<file path="config.mk">
export PLATFORM = sky130hd
export DESIGN_NAME = round_robin_time_slice_scheduler_unit_flat
export DESIGN_NICKNAME = d
export VERILOG_FILES = /design/src/hdl/rrts_pkg.sv /design/src/hdl/rrts_if.sv /design/src/hdl/rrts_ring.sv /design/src/hdl/rrts_engine.sv /design/src/hdl/round_robin_time_slice_scheduler_unit.sv /design/src/flat_wrapper.sv
export SDC_FILE = /design/constraint.sdc
export NUM_CORES = 1
export LEC_CHECK = 0
export ABC_AREA = 1
export ABC_CLOCK_PERIOD_IN_PS = 14300
export BUFFER_PORTS_ARGS = -buffer_cell sky130_fd_sc_hd__buf_2
export CORE_MARGIN = 1.5
export CORE_UTILIZATION = 30
export CTS_CLUSTER_DIAMETER = 200
export DETAILED_ROUTE_END_ITERATION = 8
export PLACE_DENSITY = 0.54
export RECOVER_POWER = 50
export SYNTH_ARGS = -nofsm -noshare
export SYNTH_HDL_FRONTEND = slang
export SYNTH_SLANG_ARGS = --single-unit
</file>
<file path="constraint.sdc">
create_clock -name clk -period 14.3 [get_ports clk]
set_input_delay 0.715 -clock clk [delete_from_list [all_inputs] [get_ports clk]]
set_output_delay 0.715 -clock clk [all_outputs]
set_load 0.05 [all_outputs]
</file>
<file path="src/hdl/rrts_pkg.sv">
package rrts_pkg;

	localparam int ID_W = 8;
	localparam int TIME_W = 16;
	localparam logic [TIME_W-1:0] QUANTUM_RESET = 16'd10;

	typedef enum logic {
		KIND_ADD   = 1'b0,
		KIND_SERVE = 1'b1
	} kind_t;

	typedef enum logic [1:0] {
		STATUS_OK    = 2'd0,
		STATUS_FULL  = 2'd1,
		STATUS_EMPTY = 2'd2
	} status_t;

	typedef struct packed {
		kind_t             kind;
		logic [ID_W-1:0]   task_id;
		logic [TIME_W-1:0] burst_time;
	} item_t;

	typedef struct packed {
		logic [ID_W-1:0]   task_id;
		logic [TIME_W-1:0] burst;
	} ring_entry_t;

	typedef struct packed {
		logic [ID_W-1:0]   served_id;
		logic [TIME_W-1:0] remaining_time;
		logic              finished;
		status_t           status;
	} result_t;

endpackage

</file>
<file path="src/hdl/rrts_if.sv">
interface rrts_in_if;
	logic        valid;
	logic        ready;
	logic        kind;
	logic [7:0]  task_id;
	logic [15:0] burst_time;

	modport source (output valid, output kind, output task_id, output burst_time,
		input ready);
	modport sink (input valid, input kind, input task_id, input burst_time,
		output ready);
endinterface

interface rrts_out_if;
	logic        valid;
	logic        ready;
	logic [7:0]  served_id;
	logic [15:0] remaining_time;
	logic        finished;
	logic [1:0]  status;

	modport source (output valid, output served_id, output remaining_time,
		output finished, output status, input ready);
	modport sink (input valid, input served_id, input remaining_time,
		input finished, input status, output ready);
endinterface

</file>
<file path="src/hdl/rrts_ring.sv">
module rrts_ring import rrts_pkg::*; #(
	parameter int DEPTH = 16
) (
	input  logic                     clk,
	input  logic                     wr_en,
	input  logic [$clog2(DEPTH)-1:0] wr_addr,
	input  ring_entry_t              wr_data,
	input  logic [$clog2(DEPTH)-1:0] rd_addr,
	output ring_entry_t              head
);

	ring_entry_t mem [DEPTH];
	ring_entry_t head_q;

	always_ff @(posedge clk) begin
		if (wr_en) begin
			mem[wr_addr] <= wr_data;
		end
	end

	// head always tracks the entry at the next front pointer
	always_ff @(posedge clk) begin
		if (wr_en && (wr_addr == rd_addr)) begin
			head_q <= wr_data;
		end else begin
			head_q <= mem[rd_addr];
		end
	end

	assign head = head_q;

endmodule

</file>
<file path="src/hdl/rrts_engine.sv">
module rrts_engine import rrts_pkg::*; #(
	parameter int MAX_TASKS = 16
) (
	input  logic                         clk,
	input  logic                         arst_n,
	input  logic                         go,
	input  item_t                        item,
	input  logic [TIME_W-1:0]            quantum,
	input  ring_entry_t                  head,
	output result_t                      res,
	output logic                         wr_en,
	output logic [$clog2(MAX_TASKS)-1:0] wr_addr,
	output ring_entry_t                  wr_data,
	output logic [$clog2(MAX_TASKS)-1:0] rd_addr
);

	localparam int PTR_W = $clog2(MAX_TASKS);
	localparam int CNT_W = $clog2(MAX_TASKS + 1);
	localparam logic [PTR_W-1:0] LAST_SLOT = PTR_W'(MAX_TASKS - 1);
	localparam logic [CNT_W-1:0] FULL_COUNT = CNT_W'(MAX_TASKS);

	logic [PTR_W-1:0]  front_q, front_nxt;
	logic [PTR_W-1:0]  back_q, back_nxt;
	logic [CNT_W-1:0]  count_q, count_nxt;
	logic [TIME_W:0]   diff;
	logic [TIME_W-1:0] t_new;
	logic [PTR_W-1:0]  front_inc, back_inc;

	assign diff = {1'b0, head.burst} - {1'b0, quantum};
	assign t_new = diff[TIME_W] ? '0 : diff[TIME_W-1:0];
	assign front_inc = (front_q == LAST_SLOT) ? '0 : front_q + 1'b1;
	assign back_inc = (back_q == LAST_SLOT) ? '0 : back_q + 1'b1;

	always_comb begin
		front_nxt = front_q;
		back_nxt = back_q;
		count_nxt = count_q;
		wr_en = 1'b0;
		wr_addr = back_q;
		wr_data = '{task_id: item.task_id, burst: item.burst_time};
		res = '{served_id: '0, remaining_time: '0, finished: 1'b0, status: STATUS_OK};
		if (go) begin
			case (item.kind)
				KIND_ADD: begin
					res.served_id = item.task_id;
					res.remaining_time = item.burst_time;
					if (count_q == FULL_COUNT) begin
						res.status = STATUS_FULL;
					end else begin
						wr_en = 1'b1;
						back_nxt = back_inc;
						count_nxt = count_q + 1'b1;
					end
				end
				KIND_SERVE: begin
					if (count_q == '0) begin
						res.status = STATUS_EMPTY;
					end else begin
						res.served_id = head.task_id;
						res.remaining_time = t_new;
						front_nxt = front_inc;
						if (t_new == '0) begin
							res.finished = 1'b1;
							count_nxt = count_q - 1'b1;
						end else begin
							wr_en = 1'b1;
							wr_data = '{task_id: head.task_id, burst: t_new};
							back_nxt = back_inc;
						end
					end
				end
				default: begin
					res.status = STATUS_OK;
				end
			endcase
		end
	end

	assign rd_addr = front_nxt;

	always_ff @(posedge clk or negedge arst_n) begin
		if (!arst_n) begin
			front_q <= '0;
			back_q <= '0;
			count_q <= '0;
		end else begin
			front_q <= front_nxt;
			back_q <= back_nxt;
			count_q <= count_nxt;
		end
	end

endmodule

</file>
<file path="src/hdl/round_robin_time_slice_scheduler_unit.sv">
// channel     dir  handshake     payload
// sched_in    in   valid/ready   kind, task_id, burst_time
// sched_out   out  valid/ready   served_id, remaining_time, finished, status
// cfg         in   cfg_we        cfg_wdata (quantum)
//
// one transaction per cycle unless the output stalls; result registered in res_q
// the ring read-modify-write with pointer update sets that rate
// reset clears pointers, task count and valid flags and loads quantum with 10
// ring contents are not cleared; only occupied slots are ever read
// a held result stalls the input stage; input is taken whenever that stage moves
module round_robin_time_slice_scheduler_unit import rrts_pkg::*; #(
	parameter int MAX_TASKS = 16
) (
	input  logic              clk,
	input  logic              arst_n,
	input  logic              cfg_we,
	input  logic [TIME_W-1:0] cfg_wdata,
	rrts_in_if.sink           sched_in,
	rrts_out_if.source        sched_out
);

	localparam int PTR_W = $clog2(MAX_TASKS);

	logic [TIME_W-1:0] quantum_q;
	logic              valid_s1;
	item_t             item_s1;
	logic              res_valid_q;
	result_t           res_q;
	logic              proceed;
	logic              go;
	result_t           res;
	logic              wr_en;
	logic [PTR_W-1:0]  wr_addr;
	ring_entry_t       wr_data;
	logic [PTR_W-1:0]  rd_addr;
	ring_entry_t       head;

	assign proceed = !res_valid_q || sched_out.ready;
	assign go = valid_s1 && proceed;
	assign sched_in.ready = !valid_s1 || proceed;

	always_ff @(posedge clk or negedge arst_n) begin
		if (!arst_n) begin
			quantum_q <= QUANTUM_RESET;
		end else if (cfg_we) begin
			quantum_q <= cfg_wdata;
		end
	end

	always_ff @(posedge clk or negedge arst_n) begin
		if (!arst_n) begin
			valid_s1 <= 1'b0;
			res_valid_q <= 1'b0;
		end else begin
			if (sched_in.ready) begin
				valid_s1 <= sched_in.valid;
			end
			if (proceed) begin
				res_valid_q <= valid_s1;
			end
		end
	end

	always_ff @(posedge clk) begin
		if (sched_in.valid && sched_in.ready) begin
			item_s1 <= '{kind: kind_t'(sched_in.kind), task_id: sched_in.task_id,
				burst_time: sched_in.burst_time};
		end
		if (go) begin
			res_q <= res;
		end
	end

	rrts_engine #(
		.MAX_TASKS (MAX_TASKS)
	) u_engine (
		.clk     (clk),
		.arst_n  (arst_n),
		.go      (go),
		.item    (item_s1),
		.quantum (quantum_q),
		.head    (head),
		.res     (res),
		.wr_en   (wr_en),
		.wr_addr (wr_addr),
		.wr_data (wr_data),
		.rd_addr (rd_addr)
	);

	rrts_ring #(
		.DEPTH (MAX_TASKS)
	) u_ring (
		.clk     (clk),
		.wr_en   (wr_en),
		.wr_addr (wr_addr),
		.wr_data (wr_data),
		.rd_addr (rd_addr),
		.head    (head)
	);

	assign sched_out.valid = res_valid_q;
	assign sched_out.served_id = res_q.served_id;
	assign sched_out.remaining_time = res_q.remaining_time;
	assign sched_out.finished = res_q.finished;
	assign sched_out.status = res_q.status;

endmodule

</file>
<file path="src/flat_wrapper.sv">
// flat-port wrapper written by rule: the top's interface ports become plain ports
module round_robin_time_slice_scheduler_unit_flat import rrts_pkg::*;
#(
	parameter int MAX_TASKS = 16
)
  (clk, arst_n, cfg_we, cfg_wdata, sched_in_valid, sched_in_kind, sched_in_task_id, sched_in_burst_time, sched_in_ready, sched_out_valid, sched_out_served_id, sched_out_remaining_time, sched_out_finished, sched_out_status, sched_out_ready);
  rrts_in_if sched_in_i ();
  rrts_out_if sched_out_i ();
  input  logic clk;
  input  logic arst_n;
  input  logic cfg_we;
  input  logic [TIME_W-1:0] cfg_wdata;
  input wire logic [$bits(sched_in_i.valid)-1:0] sched_in_valid;
  input wire logic [$bits(sched_in_i.kind)-1:0] sched_in_kind;
  input wire logic [$bits(sched_in_i.task_id)-1:0] sched_in_task_id;
  input wire logic [$bits(sched_in_i.burst_time)-1:0] sched_in_burst_time;
  output wire logic [$bits(sched_in_i.ready)-1:0] sched_in_ready;
  output wire logic [$bits(sched_out_i.valid)-1:0] sched_out_valid;
  output wire logic [$bits(sched_out_i.served_id)-1:0] sched_out_served_id;
  output wire logic [$bits(sched_out_i.remaining_time)-1:0] sched_out_remaining_time;
  output wire logic [$bits(sched_out_i.finished)-1:0] sched_out_finished;
  output wire logic [$bits(sched_out_i.status)-1:0] sched_out_status;
  input wire logic [$bits(sched_out_i.ready)-1:0] sched_out_ready;
  assign sched_in_i.valid = sched_in_valid;
  assign sched_in_i.kind = sched_in_kind;
  assign sched_in_i.task_id = sched_in_task_id;
  assign sched_in_i.burst_time = sched_in_burst_time;
  assign sched_in_ready = sched_in_i.ready;
  assign sched_out_valid = sched_out_i.valid;
  assign sched_out_served_id = sched_out_i.served_id;
  assign sched_out_remaining_time = sched_out_i.remaining_time;
  assign sched_out_finished = sched_out_i.finished;
  assign sched_out_status = sched_out_i.status;
  assign sched_out_i.ready = sched_out_ready;
  round_robin_time_slice_scheduler_unit #(.MAX_TASKS(MAX_TASKS)) u_core (.clk(clk), .arst_n(arst_n), .cfg_we(cfg_we), .cfg_wdata(cfg_wdata), .sched_in(sched_in_i), .sched_out(sched_out_i));
endmodule
</file>
# == After elaboration in Yosys (flattened, before gate mapping) ==
# Memories as Yosys holds them, arrays and structs flattened. A register that Yosys moved wholly into a read port is not among the register bits.
# Cells that the tools add are included.
# totals
regBits,83
mem_bits_rw,384
in_bits,46
output_inout_bits,29
wordCells,69
n_memories,1
# op_classes
addsub,5
eq_ne,7
n_mux,31
n_bitwise,1
n_reduce_logical,11
# memory_table
name,depth,word_bits,read_ports,rd_clocked_by_memory_dff,wr,line,rtl
u_core.u_ring.mem,16,24,1,1,1,rrts_ring.sv:12,ring_entry_t mem [DEPTH];
# op_table
operator,n
$mux W24,4
$pmux W24 S2,1
$mux W4,8
$mux W25,1
$sub A16 B16 Y17,1
$logic_not A16 Y1,1
$mux W16,1
$mux W5,3
$pmux W5 S2,1
$add A4 B1 Y4 const B,2
$eq A4 B4 Y1 const B,2
$mux W1,8
$ne A2 B2 Y1 const B,4
$pmux W4 S2,1
$reduce_and A4 Y1,2
$add A5 B1 Y5 const B,1
$eq A5 B5 Y1 const B,1
$logic_not A5 Y1,1
$sub A5 B1 Y5 const B,1
$pmux W2 S2,1
$logic_and A1 B1 Y1,2
$logic_not A1 Y1,2
$logic_or A1 B1 Y1,2
$mux W2,1
other kinds (3),3

# == Logic depth before layout (Yosys ltp) ==
# Gate-level depths: netlist of the first run.
# logic_depth
depth_word,9
mapped_depth,29
mapped_depth_nobuf,24

# == By module ==
# From an unflattened synthesis of the first run, not the netlist that was laid out.
# hier_totals
cells_unflattened,2197
hier_area_um2,21544.4
# modules_own_cells
module,n_inst,cells_per_inst,area_per_inst_um2,seq_area_each_um2
rrts_ring,1,1577,16549.6,11611.1
rrts_engine,1,489,2691.3,325.3
round_robin_time_slice_scheduler_unit,1,131,2303.5,2014.4

# == Worst setup path after synthesis of the first run ==
# OpenSTA, ideal clock, no wires.
# synth_path
path_type,reg-to-reg
startpoint,reg (tool-made name)
endpoint,"mem u_core.u_ring.mem[10][0] (netlist bit), enable pin"
setup_ns,0.405
t_arrival_ns,4.441
t_required_ns,13.895
path_slack_ns,9.454
path_stages_with_launch,27
path_buffers,6
synth_period_minus_slack_ns,4.846
cell_sequence,dfxtp_1 buf_2 buf_2 clkbuf_1 clkbuf_1 o21ai_0 o211ai_1 o211ai_1 nand2_1 inv_1 ha_1 fa_1 inv_2 nand3_1 nand2_1 nand2_1 nand2_1 nand2_1 nand2_2 buf_6 nand3_1 nand2_1 nor2_2 nand4_1 nand2_1 buf_2 nor2_1
# synth_rtl
item,line
end: declaration,rrts_ring.sv:12

==> results of run 1 <==
-- where the power goes --
part           leakage (nW)  total, mW  switching, mW  internal, mW
combinational          3.59       2.07           1.46         0.611
clock                 0.745       1.23          0.511         0.718
sequential             4.39       1.91          0.116          1.80
total                  8.72       5.21           2.09          3.12
-- critical path, delay by kind of cell, from the launching register on --
family	cells	cell delay, ns
AO/OA/AOI/OAI	2	0.31
adder cells (fa/ha/maj)	2	0.65
buffers and inverters	5	3.36
flip-flops	1	2.72
multiplexers	1	0.17
AND/OR/NAND/NOR	13	2.04
-- routing by layer --
metal / global-route usage (%) / vias up / part of all wire (%)
li1: - / 6040 / -
met1: 20.5 / 6286 / 45
met2: 24.6 / 323 / 48
met3: 2.29 / 84 / 5.2
met4: 4.16 / 0 / 2.3
met5: 0 / - / 0
-- state kept, by name (all words and copies together) (netlist names), named ones only --
signal                           cells
u_core.u_engine.count_q              5
u_core.sched_out.served_id           8
u_core.u_engine.front_q              4
u_core.sched_out.finished            1
u_core.u_ring.mem                  384
u_core.u_engine.wr_addr              4
u_core.valid_s1                      1
u_core.sched_out.valid               1
u_core.sched_out.remaining_time     16
u_core.sched_out.status              2
u_core.item_s1                      25
u_core.quantum_q                    16
-- synthesized netlist by cell type, drive strengths merged --
| library cell | instances | area (um2) |
|---|---|---|
| inv | 199 | 747 |
| dfstp | 2 | 52.6 |
| a21oi | 106 | 531 |
| buf | 25 | 165 |
| nor3 | 3 | 15.0 |
| xnor2 | 2 | 17.5 |
| nand2 | 252 | 973 |
| mux2 | 1 | 11.3 |
| o22ai | 1 | 6.26 |
| nor4 | 1 | 6.26 |
| or2 | 1 | 6.26 |
| a21boi | 1 | 7.51 |
| o21bai | 1 | 7.51 |
| and2 | 4 | 25.0 |
| clkinv | 2 | 7.51 |
| o211ai | 96 | 721 |
| mux2i | 96 | 961 |
| xor2 | 7 | 61.3 |
| dfxtp | 4 | 80.1 |
| o21ai | 190 | 988 |
| o31ai | 1 | 7.51 |
| edfxtp | 436 | 13100 |
| nand4 | 7 | 43.8 |
| nand3b | 1 | 7.51 |
| fa | 2 | 40.0 |
| ha | 28 | 350 |
| nor2 | 38 | 148 |
| nand3 | 60 | 305 |
| clkbuf | 60 | 225 |
| dfrtp | 29 | 726 |
-- final timing paths --
path                                             from  slack (ns)                          to
max reg2reg                                 flip-flop        4.21     u_core.u_ring.mem[7][5]
min                            sched_in_burst_time[2]        0.31           u_core.item_s1[2]
min reg2reg                u_core.u_engine.front_q[3]        0.50                   flip-flop
max                                         flip-flop        4.21     u_core.u_ring.mem[7][5]
min in group asynchronous                      arst_n        0.62        u_core.quantum_q[14]
max in group asynchronous                      arst_n       12.61  u_core.u_engine.wr_addr[2]
-- kinds of logic (layout without fill, tap and decap cells) --
family / count (synthesis) / count (layout)
flip-flops: 471 / 471
XOR/XNOR: 9 / 9
multiplexers: 97 / 97
adder cells (fa/ha/maj): 30 / 30
AO/OA/AOI/OAI: 396 / 396
buffers and inverters: 286 / 399
AND/OR/NAND/NOR: 367 / 367
-- final cells by class --
| class | instances | area (um2) | area share (%) |
|---|---|---|---|
| inverters | 201 | 754 | 3.25 |
| flip-flops and latches | 471 | 14000 | 60.1 |
| well taps | 873 | 1090 | 4.70 |
| multi-input cells | 899 | 5350 | 23.0 |
| clock buffers | 72 | 1380 | 5.92 |
| repair buffers | 109 | 532 | 2.29 |
| clock inverters | 17 | 159 | 0.684 |
-- stage by stage --
step | util [%] | area, um2 | setup WS (ns)
after floorplan | - | 20300 | 9.45
after global placement | 32.5 | 21800 | 7.87
after detailed placement | 32.5 | 21800 | 7.60
after CTS | 34.8 | 23300 | 7.57
after global routing | 34.6 | 23200 | 3.45
final | 34.6 | 23200 | 4.21
==> results.md, run 1 <==
- The maximum root-to-sink buffer count is 3.
- The flow ran to the end, but the final reports show violations.
- After global routing the overflow that remains totals 0.
- The slowest stage of the critical path is the sky130_fd_sc_hd__dfxtp_1 cell.
- The die covers 69400 um2.
- The boundary pin count is 75.
- The number of buffers inserted for hold repair after clock tree synthesis is 0.
- The clock transition at the registers of the reported paths is 0.06 ns.
- Of the cells placed in the final design, the portion with a size suffix greater than 1 is 9.27%.
- The signal on the critical path passes through buf_12, mux2i_1, o211ai_1, o211ai_1, nand2_1, inv_1, ha_1, fa_1, inv_1, nand3_1, nand2_1, nand2_1, nand2_1, nand2_1, nand2_1, nand3_1, nand2_1, nor2_1, nand4_1, nand2_1, clkbuf_1, nor2_4, clkbuf_1.
- The root cell of the clock tree is sky130_fd_sc_hd__clkbuf_16.
- The worst pin sits at a relative slew slack of -138%.
- The initial antenna violation count is 0.
- Entering global routing, the biggest net connects slightly above 200 pins.
- At the end of routability-driven placement, the weighted congestion stood at 0.858.
- Averaged over all synthesized cells, the footprint is 12.3 um2.
- The H-tree level count is 2.
- The CTS tree is built.
- Timing would allow up to 99.1 MHz.
- On the final layout, the worst hold slack is 0.308 ns.
- The number of pins exceeding their max-slew limit in the final report was 544.
- The number of buffers inserted to repair setup after CTS is 0.
- Summing every instance area after synthesis gives around 20000 um2.
- The number of maximum-capacitance constraint violations is 19.
- The worst supply voltage drop on vdd is 0.000166 V.
- The cell repeated most along the worst path is sky130_fd_sc_hd__nand2_1.
- Leaving out fill and tap cells, the most frequent cell in the layout is sky130_fd_sc_hd__edfxtp_1.
- The area share of fa/ha/maj cells after synthesis is 1.92%.
- The DRC marker count from the first detailed-route iteration is between 1000 and 1500.
- The power density over the cells is around 220 nW/um2.
- The number of instances in the synthesized netlist is around 1700.
- The maximum cell stage delay along the critical path is between 2 and 3 ns.
- For the final database, setup skew stands at 0.00974 ns.
- The area fraction in compound gates after synthesis is 11.2%.
- The sink count of the clock tree is about 470.
- The largest fanout of any net on the critical path is 201.
- The repair_antennas step left the layout with diodes totalling 0.
- The number of routed nets with antenna violations is 0.
- For the pin with the worst max-slew slack, the measured transition is 3.57 ns.
- The area of the placeable core is 67200 um2.
- The critical path data arrival time is 10.23 ns.
- Setup violations remaining at the end of the flow were counted as 0.
- Dividing the detail-routed wire length by the instance count gives 19.8 um.
- The final-report hold violation count is 0.
- The total via count in the routed design is roughly 13000.
- The initial utilization of the core area, before any placement, comes to 30.3%.
- The count of filler cells inserted in the layout is between 6000 and 7000.
- The number of different library cells used by synthesis comes to 41.
- In the layout the commonest cells are sky130_fd_sc_hd__edfxtp_1 (436), sky130_fd_sc_hd__nand2_1 (242), sky130_fd_sc_hd__inv_1 (196), sky130_fd_sc_hd__o21ai_0 (174), sky130_fd_sc_hd__a21oi_1 (106).
- The area growth from synthesis to final layout is 14.2%.
- Synthesis inferred between 400 and 500 register bits.
- The count of yosys warnings during synthesis is 0.
- The synthesized netlist devotes 7.52% of its cell area to simple gates.
- In the global route stage, overall resource usage came out at 15.0%.
- The clock period could shrink to just over 10 ns.
- STA classifies the critical path endpoint as a flip-flop.
- The final reports fail on max-capacitance violations, max-slew violations.
- The die boundary width is 263 um.
- Setup repair after global routing left no endpoint under its margin.
- Counting instances, the worst hold path has a depth of 1.
- Of the total synthesized cell area, the portion taken by XOR and XNOR cells is 0.388%.
- The analysis attributes to cell leakage a power of about 8.7 nW.
- The total design power is 5.21 mW.
- The multiplexer share of the synthesized area is ~4.8%.
- Row generation in the floorplan step produced between 90 and 100 rows.
- After the flow finishes, the layout carries non-filler instances totaling approximately 2600.
- The share of the Yosys chip area taken by registers is 68.6%.
- The number of buffers added on ports is 74.
- Using the TritonRoute via totals, the vias-per-cell ratio works out to 4.82.
- The via count of the first global-routing pass was 12432.
- The critical path data required time is 14.44 ns.
- The final layout contains 1808 nets.
- STA classifies the critical path startpoint as a flip-flop.
- The first global-routing pass estimated 78300 um of wire.
- The total placed cells including tap cells is approximately 2600.
- The fraction of the cycle the final worst path needs is 70.5%.
- The remaining design rule violation count is 0.
- The first TritonRoute pass finished after 6 iterations.
- After synthesis, the largest family of logic cells by area is compound AO/OA/AOI/OAI gates.
- The clock buffer count from CTS is 50.
- After routing, the total negative slack on setup checks comes to 0 ns.
- The critical path start-end classification is reg2reg.
- The HPWL reported at the end of detailed placement is 29300 um.
- The tightest min-delay check is of the in2reg type.
- The post-cts resize count is 0.
- The die boundary height is 263 um.
- The count of cells along the worst register-to-register path is 23.
- The clock reaches the later pin of the worst-skew pair after 0.58 ns.
- The routed design has 52400 um of wire.
- Counting every net in the synthesized netlist gives approximately 1700.
No activity file was read; power rests on OpenSTA's default activity.
==> inputs of run 2 (changes only) <==
--- a/config.mk
+++ b/config.mk
@@ -6,7 +6,7 @@
 export NUM_CORES = 1
 export LEC_CHECK = 0
 export ABC_AREA = 1
-export ABC_CLOCK_PERIOD_IN_PS = 14300
+export ABC_CLOCK_PERIOD_IN_PS = 9800
 export BUFFER_PORTS_ARGS = -buffer_cell sky130_fd_sc_hd__buf_2
 export CORE_MARGIN = 1.5
 export CORE_UTILIZATION = 30
==> constraint.sdc (replaced) <==
create_clock -name clk -period 9.8 [get_ports clk]
set_input_delay 0.49 -clock clk [delete_from_list [all_inputs] [get_ports clk]]
set_output_delay 0.49 -clock clk [all_outputs]
set_load 0.05 [all_outputs]
==> results.md, run 2 (synthesis results as in run 1) <==
- The switching portion of total power is 40.2% (+0.18 points).
- The number of maximum-capacitance constraint violations was 5 (-14).
- The area of the placeable core is 67200 um2 (unchanged).
- The root cell of the clock tree is sky130_fd_sc_hd__clkbuf_16.
- The switching power of the nets is 3.09 mW (+48%).
- The internal reg-to-reg setup slack came to 2.09 ns (-2.13 ns).
- The flip-flop count of the largest register after layout is 384 (unchanged).
- The later-pin clock latency in the skew report was 0.60 ns (+0.02 ns).
- The proportion of layout cells with a drive suffix above 1 is 9.94% (+0.67 points).
- The clock buffer count from CTS is 50 (unchanged).
- The internal power summed over all cells is 4.59 mW (+47%).
- The total via count in the routed design is 12608 (-0.98%).
- The combinational fraction of design power is 39.8% (about the same).
- The die boundary width is 263 um (unchanged).
- The flow ran to the end, but the final reports show violations.
- The number of routed nets with antenna violations is 0 (unchanged).
- The fraction of the cycle the final worst path needs was 78.7% (+8.2 points).
- The power density over the cells is 330 nW/um2 (+47%).
- The relative slew slack was -81.5% (+56 points).
- The post-cts resize count is 0 (unchanged).
- The final weighted congestion in routability-driven placement was 0.853 (-0.59%).
- The leakage power total is 8.81 nW (+0.95%).
- The critical path data required time is 10.10 ns (-4.34 ns).
- The area growth from synthesis to final layout is 14.5%.
- The critical path data arrival time is 8.02 ns (-2.21 ns).
- The first-pass GRT wire length is 77800 um (-0.65%).
- The endpoint of the worst-slack reg-to-reg timing path is u_core.u_ring.mem[15][3].
- Traced cell by cell, the critical path runs through buf_12, mux2i_1, o211ai_1, o211ai_1, nand2_1, inv_1, ha_1, fa_1, inv_1, nand3_1, nand2_1, nand2_1, nand2_1, nand2_1, nand2_2, nand3_1, nand2_1, nor2_2, nand3_1, nand2_2, buf_4, o21ai_0, clkbuf_1.
- The share of total power in the clock network came to 24.2% (+0.6 points).
- Counting stages on the worst path, the most repeated cell is sky130_fd_sc_hd__nand2_1.
- The commonest non-fill, non-tap cell in the layout is sky130_fd_sc_hd__edfxtp_1.
- The starting utilization of the core area came to 30.3% (unchanged).
- The number of nets in the layout was 1807 (-0.055%).
- The vias per cell is 4.77 (-1.0%).
- The HPWL reported at the end of detailed placement came to 29800 um (+1.4%).
- The classification of the worst-slack hold path is in2reg.
- Setup repair after global routing left no endpoint under its margin.
- The antenna diode count is 0 (unchanged).
- The worst setup path is captured at a flip-flop.
- The number of pins exceeding their max-slew limit in the final report came to 177 (-67%).
- The worst setup path is of the reg2reg kind.
- The sequential group share of total power was 36.0% (-0.7 points).
- The worst slack on hold paths was 0.0619 ns (-0.247 ns).
- The H-tree level count came to 2 (unchanged).
- The slowest stage cell on the critical path is sky130_fd_sc_hd__dfxtp_1.
- The instance count along the most critical hold path is 1 (unchanged).
- The worst setup path is launched from a flip-flop.
- The count of cells along the worst register-to-register path was 23 (unchanged).
- The startpoint of the lowest-slack hold path is sched_in_task_id[3].
- The maximum cell stage delay along the critical path is 2.16 ns (-0.56 ns).
- The largest fanout of any net on the critical path is 222 (+10%).
- The die boundary height is 263 um (unchanged).
- The boundary pin count is 75 (unchanged).
- The total of endpoints with negative setup slack in the final report was 0 (unchanged).
- The final reports fail on max-capacitance violations, max-slew violations.
- The final-report hold violation count was 0 (unchanged).
- The worst supply voltage drop on vdd is 0.000291 V (+75%).
- The pin slew with the least headroom to its limit is 2.72 ns (-0.847 ns).
- The CTS tree is built.
- The largest registers in the layout are u_core.u_ring.mem: 384 flops, u_core.item_s1: 25 flops.
- The die area was 69400 um2 (unchanged).
- The remaining design rule violation count was 0 (unchanged).
- The via count of the first global-routing pass was 12396 (-0.29%).
- The number of buffers added on ports is 74 (unchanged).
- The top cell types in the final layout, fill and taps aside, are sky130_fd_sc_hd__edfxtp_1 (436), sky130_fd_sc_hd__nand2_1 (241), sky130_fd_sc_hd__inv_1 (196), sky130_fd_sc_hd__o21ai_0 (174), sky130_fd_sc_hd__a21oi_1 (106).
- The pin count of the biggest net entering global routing came to 223 (+10%).
- The highest attainable clock frequency is 130 MHz (+31%).
- The clock transition at the registers of the reported paths is 0.06 ns (about the same).
- The maximum root-to-sink buffer count is 3 (unchanged).
- The aggregate negative setup slack was 0 ns (unchanged).
- The global-route usage over all layers came to 14.8% (-0.15 points).
- The detailed-routing iteration count for the pre-antenna-repair pass came to 5 (-1).
- The worst clock skew on the final layout is 0.0183 ns (+0.00854 ns).
- The detail-routed net length per standard cell is 19.6 um (-0.91%).
- The register with the most flip-flops is u_core.u_ring.mem.
- The DRC marker count from the first detailed-route iteration came to 1052 (-0.47%).
- The post-layout minimum cycle time was 7.71 ns (-2.37 ns).
- The number of cell rows is 95 (unchanged).
- The sink count of the clock tree is 471 (unchanged).
- The total detailed-routing wirelength is 51900 um (-0.87%).
- The initial antenna violation count came to 0 (unchanged).
- The endpoint of the worst hold path is u_core.item_s1[19].
- The residual overflow from global routing was 0 (unchanged).
[run 2: power by group through the flow]
stage                     registers [mW]  clock network [mW]  logic (mW)
after floorplan                     2.83                   0        2.11
after global placement              2.80                   0        3.07
after detailed placement            2.81                   0        3.08
after CTS                           2.77                1.90        3.09
after global routing                2.79                1.98        3.41
final                               2.76                1.86        3.06
[run 2: layer usage]
| layer | vias to the layer above | track usage, % | part of all wire (%) |
|---|---|---|---|
| li1 | 6040 | - | - |
| met1 | 6186 | 19.9 | 44 |
| met2 | 301 | 25.0 | 49 |
| met3 | 81 | 2.34 | 5.0 |
| met4 | 0 | 3.92 | 2.1 |
| met5 | - | 0 | 0 |
[run 2: through the flow]
step / utilization [%] / total power [mW] / std cells / setup slack, ns / area (um2)
after floorplan: - / 4.94 / 1656 / 4.95 / 20300
after global placement: 32.5 / 5.87 / 2551 / 3.71 / 21800
after detailed placement: 32.5 / 5.89 / 2551 / 3.56 / 21800
after CTS: 34.8 / 7.76 / 2643 / 3.51 / 23400
after global routing: 34.7 / 8.18 / 2643 / 1.48 / 23300
final: 34.7 / 7.68 / 2643 / 2.09 / 23300
[run 2: layout make-up]
class | instances | area, um2
clock buffer | 65 | 1330
clock inverter | 26 | 262
fill | 6522 | 43900
inverter | 201 | 754
multi-input combinational | 899 | 5320
sequential | 471 | 14000
tap | 873 | 1090
timing repair buffer | 108 | 566
[run 2: worst max-delay path: cells and delay by family, from the launching register on]
family	cells	cell delay (ns)
AND/OR/NAND/NOR	12	1.66
multiplexers	1	0.23
AO/OA/AOI/OAI	3	0.53
flip-flops	1	2.16
adder cells (fa/ha/maj)	2	0.62
buffers and inverters	5	1.70
[run 2: worst max-delay path by stage]
stage | start | to | depth (start not counted)
global route | flip-flop | u_core.u_ring.mem[3][15] | 23
CTS | flip-flop | u_core.u_ring.mem[0][10] | 22
floorplan | flip-flop | u_core.u_ring.mem[10][0] | 26
global placement | flip-flop | u_core.u_ring.mem[0][10] | 22
finish | flip-flop | u_core.u_ring.mem[15][3] | 23
detailed placement | flip-flop | u_core.u_ring.mem[0][10] | 22
[run 2: what timing repair did]
item,CTS,global route
hold buffers,1,0
buffers inserted,0,0
endpoints found under the hold margin,29,0
